### src/lpht_pkg.sv
// Shared types and codes for the linear-probe hash table.
// Request/response payload structs, status codes, controller/datapath links.
// No dependencies.
`timescale 1ns / 1ps

package lpht_pkg;

  localparam int KEY_W = 32;
  localparam int VAL_W = 32;

  // Key mod SLOTS by reciprocal multiply: product, quotient times SLOTS, remainder
  localparam int HASH_STEPS = 3;
  localparam int HASH_CNT_W = $clog2(HASH_STEPS);

  // Operation codes
  localparam logic OP_LOOKUP = 1'b0;
  localparam logic OP_INSERT = 1'b1;

  // Result status codes
  localparam logic [2:0] ST_MISS     = 3'd0;
  localparam logic [2:0] ST_HIT      = 3'd1;
  localparam logic [2:0] ST_INSERTED = 3'd2;
  localparam logic [2:0] ST_REPLACED = 3'd3;
  localparam logic [2:0] ST_FULL     = 3'd4;
  localparam logic [2:0] ST_ZEROKEY  = 3'd5;

  typedef struct packed {
    logic             operation;
    logic [KEY_W-1:0] key;
    logic [VAL_W-1:0] entry_value;
  } req_t;

  typedef struct packed {
    logic [2:0]       status;
    logic [VAL_W-1:0] found_value;
  } rsp_t;

  // Controller -> datapath commands
  typedef struct packed {
    logic       clear_step;
    logic       load;
    logic       hash_step;
    logic       advance;
    logic       write_entry;
    logic       respond;
    logic [2:0] rsp_status;
    logic       take_value;
  } ctrl_t;

  // Datapath -> controller status
  typedef struct packed {
    logic zero_key;
    logic serial_hash;
    logic hash_last;
    logic is_insert;
    logic slot_empty;
    logic slot_match;
    logic last_probe;
    logic idx_last;
  } stat_t;

endpackage

### src/lpht_ctrl.sv
// Controller state machine of the hash table: clear sweep, hashing,
// probe sequencing and response selection.
// Depends on lpht_pkg.
`timescale 1ns / 1ps

module lpht_ctrl (
  input  logic            clk,
  input  logic            rst,
  input  logic            start,
  input  lpht_pkg::stat_t stat,
  output lpht_pkg::ctrl_t ctrl,
  output logic            busy
);

  localparam logic [2:0] S_CLEAR = 3'd0;
  localparam logic [2:0] S_IDLE  = 3'd1;
  localparam logic [2:0] S_HASH  = 3'd2;
  localparam logic [2:0] S_READ  = 3'd3;
  localparam logic [2:0] S_CHECK = 3'd4;

  logic [2:0] state;
  logic [2:0] state_next;

  // State register; reset starts the key store sweep
  always_ff @(posedge clk) begin
    if (rst) begin
      state <= S_CLEAR;
    end else begin
      state <= state_next;
    end
  end

  // Next state and commands
  always_comb begin
    ctrl       = '0;
    state_next = state;
    unique case (state)
      S_CLEAR: begin
        ctrl.clear_step = 1'b1;
        if (stat.idx_last) begin
          state_next = S_IDLE;
        end
      end
      S_IDLE: begin
        if (start) begin
          if (stat.zero_key) begin
            ctrl.respond    = 1'b1;
            ctrl.rsp_status = lpht_pkg::ST_ZEROKEY;
          end else begin
            ctrl.load  = 1'b1;
            state_next = stat.serial_hash ? S_HASH : S_READ;
          end
        end
      end
      S_HASH: begin
        ctrl.hash_step = 1'b1;
        if (stat.hash_last) begin
          state_next = S_READ;
        end
      end
      S_READ: begin
        state_next = S_CHECK;
      end
      S_CHECK: begin
        if (stat.is_insert) begin
          if (stat.slot_empty || stat.slot_match) begin
            ctrl.write_entry = 1'b1;
            ctrl.respond     = 1'b1;
            ctrl.rsp_status  = stat.slot_empty ? lpht_pkg::ST_INSERTED
                                               : lpht_pkg::ST_REPLACED;
            state_next       = S_IDLE;
          end else if (stat.last_probe) begin
            ctrl.respond    = 1'b1;
            ctrl.rsp_status = lpht_pkg::ST_FULL;
            state_next      = S_IDLE;
          end else begin
            ctrl.advance = 1'b1;
            state_next   = S_READ;
          end
        end else begin
          if (stat.slot_empty) begin
            ctrl.respond    = 1'b1;
            ctrl.rsp_status = lpht_pkg::ST_MISS;
            state_next      = S_IDLE;
          end else if (stat.slot_match) begin
            ctrl.respond    = 1'b1;
            ctrl.rsp_status = lpht_pkg::ST_HIT;
            ctrl.take_value = 1'b1;
            state_next      = S_IDLE;
          end else if (stat.last_probe) begin
            ctrl.respond    = 1'b1;
            ctrl.rsp_status = lpht_pkg::ST_MISS;
            state_next      = S_IDLE;
          end else begin
            ctrl.advance = 1'b1;
            state_next   = S_READ;
          end
        end
      end
      default: begin
        state_next = S_IDLE;
      end
    endcase
  end

  assign busy = (state != S_IDLE);

  // Every response ends the request
  a_rsp_to_idle: assert property (@(posedge clk) disable iff (rst)
    ctrl.respond |=> state == S_IDLE)
    else $error("response not followed by idle");

  // Probing never runs past the last slot
  a_no_overrun: assert property (@(posedge clk) disable iff (rst)
    ctrl.advance |-> !stat.last_probe)
    else $error("probe advanced past last slot");

  // Table entries are written only in the slot check of an insert
  a_write_in_check: assert property (@(posedge clk) disable iff (rst)
    ctrl.write_entry |-> state == S_CHECK && stat.is_insert)
    else $error("entry write outside insert check");

  // Clear sweep hands over to idle at the last slot
  a_clear_done: assert property (@(posedge clk) disable iff (rst)
    (state == S_CLEAR && stat.idx_last) |=> state == S_IDLE)
    else $error("clear sweep did not finish");

endmodule

### config.mk
export PLATFORM = sky130hd
export DESIGN_NAME = lpht_ctrl
export DESIGN_NICKNAME = d
export VERILOG_FILES = /design/src/lpht_pkg.sv /design/src/lpht_ctrl.sv
export SDC_FILE = /design/constraint.sdc
export NUM_CORES = 1
export LEC_CHECK = 0
export BUFFER_PORTS_ARGS = -buffer_cell sky130_fd_sc_hd__buf_2
export CORE_AREA = 2 2 39 41
export DETAILED_ROUTE_END_ITERATION = 8
export DIE_AREA = 0 0 41 43
export GPL_ROUTABILITY_DRIVEN = 0
export PLACE_DENSITY_LB_ADDON = 0.15
export SYNTH_ARGS = -nofsm -noshare
export SYNTH_HDL_FRONTEND = slang
export SYNTH_SLANG_ARGS = --single-unit
### constraint.sdc
create_clock -name clk -period 1.9 [get_ports clk]
set_input_delay 0.285 -clock clk [delete_from_list [all_inputs] [get_ports clk]]
set_output_delay 0.285 -clock clk [all_outputs]
set_load 0.05 [all_outputs]
==> summary.md <==
| Metric | Value |
|---|---|
| YS warnings | `0` |
| Post-CTS clock slew at the launch and capture registers of the worst setup and hold paths | `40 ps` |
| GR Util All Layers | `10.8%` |
| Worst Hold Path EP | `state[1]` |
| Critical Path Slowest Stage Cell | `dfxtp_1` |
| Count of boundary I/O pins | `22` |
| Post-route minimum period | `1750 ps` |
| HPWL after detailed placement | `597 um` |
| Synthesized-area fraction occupied by ao, oa, aoi and oai cells | `17.4%` |
| Synth top area cells | `dfxtp_1 (21%), nand2_1 (7.8%), nor2_1 (6.5%), nor3b_4 (6.5%), nor3_1 (5.2%)` |
| Arrival time of data at the critical path endpoint | `1460 ps` |
| H-tree lvl count | `1` |
| Cts hold-fix bufs | `0` |
| FF-to-FF End | `state[0]` |
| Outcome | `complete, no violations` |
| Largest net degree at the start of global routing | `13` |
| Worst-case vdd ir drop | `0.491 mV` |
| Placed instance count | `75` |
| Post-placement cell area | `413 um^2` |
| Antenna violations before repair | `0` |
| Distinct cell type count after synthesis | `22` |
| IO Port Bufs | `21` |
| Total clock buffers created by CTS | `3` |
| Mux cell area share after synthesis | `0%` |
| Sinks on Clock Net | `3` |
| Avg Vias per Cell | `4.48` |
| Clock root buffer master | `clkbuf_4` |
| Setup slack, reg-to-reg | `720 ps` |
| Largest regs | `state x3` |
| Cell depth of the worst min-delay path | `2` |
| Category of the most critical setup path | `flop to output port` |
| Leakage power total | `0.223 nW` |
| Post-Synthesis Cell Area | `288 um^2` |
| Critical-path maximum fanout | `7` |
| Number of diodes added for antenna fixing | `0` |
| Vias in the first global route | `329` |
| Die Wd | `41 um` |
| Synth-to-Final Area Change | `53.5%` |
| Setup Fix Bufs, Post-CTS | `0` |
| Count of endpoints failing setup in the final report | `0` |
| Area share of fa/ha/maj cells after synthesis | `0%` |
| Max clock buf depth | `2` |
| Final clock period utilization by the worst path | `92.0%` |
| Number of nets with antenna violations after routing | `0` |
| Largest family of logic cells by synthesized area | `simple AND/OR/NAND/NOR gates` |
| Hold Worst Slack | `265 ps` |
| Simple-gate area share of the yosys netlist | `55.2%` |
| Average instance area after synthesis | `7.38 um^2` |
| F_max | `572 MHz` |
| PD cells | `1380 nW/um^2` |
| Worst-path cell chain | `nor3b_4 -> nand2_1 -> o21ai_1 -> clkbuf_4` |
| Worst path buffer plus inverter count | `1` |
| Xor and xnor area share after synthesis | `0%` |
| Syn Inst Count | `39` |
| Average wire length per cell after detail routing | `9.28 um` |
| Wire length of the first global-routing pass | `1.29 mm` |
| Top reg by flops | `state` |
| Die area | `1760 um^2` |
| Max-slew headroom at the worst pin | `72.0%` |
| Worst hold path class | `primary input to flop` |
| Routed WL | `733 um` |
| Total negative setup slack | `0 ps` |
| Starting density of the core | `20.8%` |
| Worst reg-to-reg path cell count | `3` |
| CP top delay family | `flip-flops` |
| FF+latch count, synth | `3` |
| Core region area | `1380 um^2` |
| Latest clock arrival within the worst-skew pair | `230 ps` |
| Portion of synthesized cell area occupied by the leading cell type | `20.9%` |
| Number of DRC markers in iteration 0 | `2` |
| Layout cell share with drive strength beyond 1 | `49.2%` |
| Die height | `43 um` |
| Pre-antenna DRT Iters | `3` |
| RSZ-0062 raised after global routing | `no` |
| Final number of max-transition violations | `0` |
| Proportion of synthesized chip area in sequential cells | `20.9%` |
| GRT Residual Overflow | `0` |
| Post-synthesis cell type with the largest combined area | `dfxtp_1` |
| Max FFs per register | `3` |
| Post-layout instance area | `442 um^2` |
| DRC violation count after routing | `0` |
| Final Hold Vio Count | `0` |
| Worst-Margin Slew | `420 ps` |
| Slowest stage delay, CP | `440 ps` |
| Hold path startpoint | `rst` |
| Endpoint type of the worst setup path | `output port` |
| Resized Gates After CTS | `0` |
| Number of non-filler instances in the completed layout | `79` |
| Post-Synthesis Net Count | `50` |
| Critical Path Source Type | `flop` |
| Req. time, crit path | `1620 ps` |
| Post-Route Skew | `1.16 ps` |
| Number of placement rows | `14` |
| Clock tree from TritonCTS | `built` |
| Via count | `354` |
| Number of max-cap violations | `0` |
| Origin of the critical flop-to-flop path | `state[0]` |
| Number of nets in the layout | `75` |
cells in the mapped netlist:
master,instances
nand2_1,6
nor2_1,5
dfxtp_1,3
nor3_1,3
a21oi_1,2
inv_1,2
nand3b_1,2
o21ai_0,2
a211oi_2,1
a31oi_1,1
and2b_2,1
and3_4,1
buf_6,1
nand2b_1,1
nand2b_2,1
nand3b_2,1
nand4_1,1
nor3b_1,1
nor3b_4,1
nor4b_1,1
o21ai_1,1
o22ai_1,1
cells by family after synthesis:
kind of cell	count (synthesis)
AO/OA/AOI/OAI	8
buffers and inverters	3
flip-flops	3
AND/OR/NAND/NOR	25
cells in the final DEF (no fill, tap or decap):
| cell | netlist | final |
|---|---|---|
| o22ai_1 | 1 | 1 |
| nand2b_2 | 1 | 1 |
| o21ai_0 | 2 | 2 |
| clkbuf_4 | 0 | 4 |
| and3_4 | 1 | 1 |
| nand3b_2 | 1 | 1 |
| o21ai_1 | 1 | 1 |
| nand2_1 | 6 | 6 |
| nand3b_1 | 2 | 2 |
| inv_1 | 2 | 2 |
| dfxtp_1 | 3 | 3 |
| a211oi_2 | 1 | 1 |
| nor3_1 | 3 | 3 |
| buf_2 | 0 | 20 |
| and2b_2 | 1 | 1 |
| nor2_1 | 5 | 5 |
| clkbuf_1 | 0 | 1 |
| a21oi_1 | 2 | 2 |
| nand2b_1 | 1 | 1 |
| nand4_1 | 1 | 1 |
| nor3b_4 | 1 | 2 |
| a31oi_1 | 1 | 1 |
| nor4b_1 | 1 | 1 |
how the worst max path moves through the flow:
stage,to,startpoint,cells past startpoint,slack (ps)
2_1_floorplan,ctrl[7],state[1],2,9
3_3_place_gp,ctrl[3],state[2],4,350
3_5_place_dp,ctrl[3],state[2],4,380
4_1_cts,ctrl[3],state[2],4,120
5_1_grt,ctrl[3],state[2],4,10
6_report,ctrl[3],state[2],4,150
report_power, final:
part           total [W]  internal, W  switching, W
clock network   0.000111    0.0000786     0.0000321
logic           0.000362     0.000113      0.000249
registers       0.000136    0.0000830     0.0000527
through the flow:
step | worst slack [ps] | power, W | util (%)
6_report | 152 | 0.000608 | 31.9
5_1_grt | 14.0 | 0.000656 | 31.9
4_1_cts | 121 | 0.000618 | 31.7
3_5_place_dp | 380 | 0.000499 | 29.8
2_1_floorplan | 8.93 | 0.000440 | -
3_3_place_gp | 351 | 0.000502 | 29.8
area by class of cell:
class,instances,area (um^2)
clock buffer,4,26.3
fill,163,942
inverter,2,7.51
multi-input combinational,33,220
sequential,3,60.1
tap,16,20.0
timing repair buffer,21,108
per-layer routing:
metal	GRT usage [%]	vias up	wire length, um
li1	-	189	-
met1	13.5	153	311
met2	14.7	10	348
met3	3.66	2	57
met4	8.00	0	15
met5	0	-	0
(Power assumes the default switching activity.)
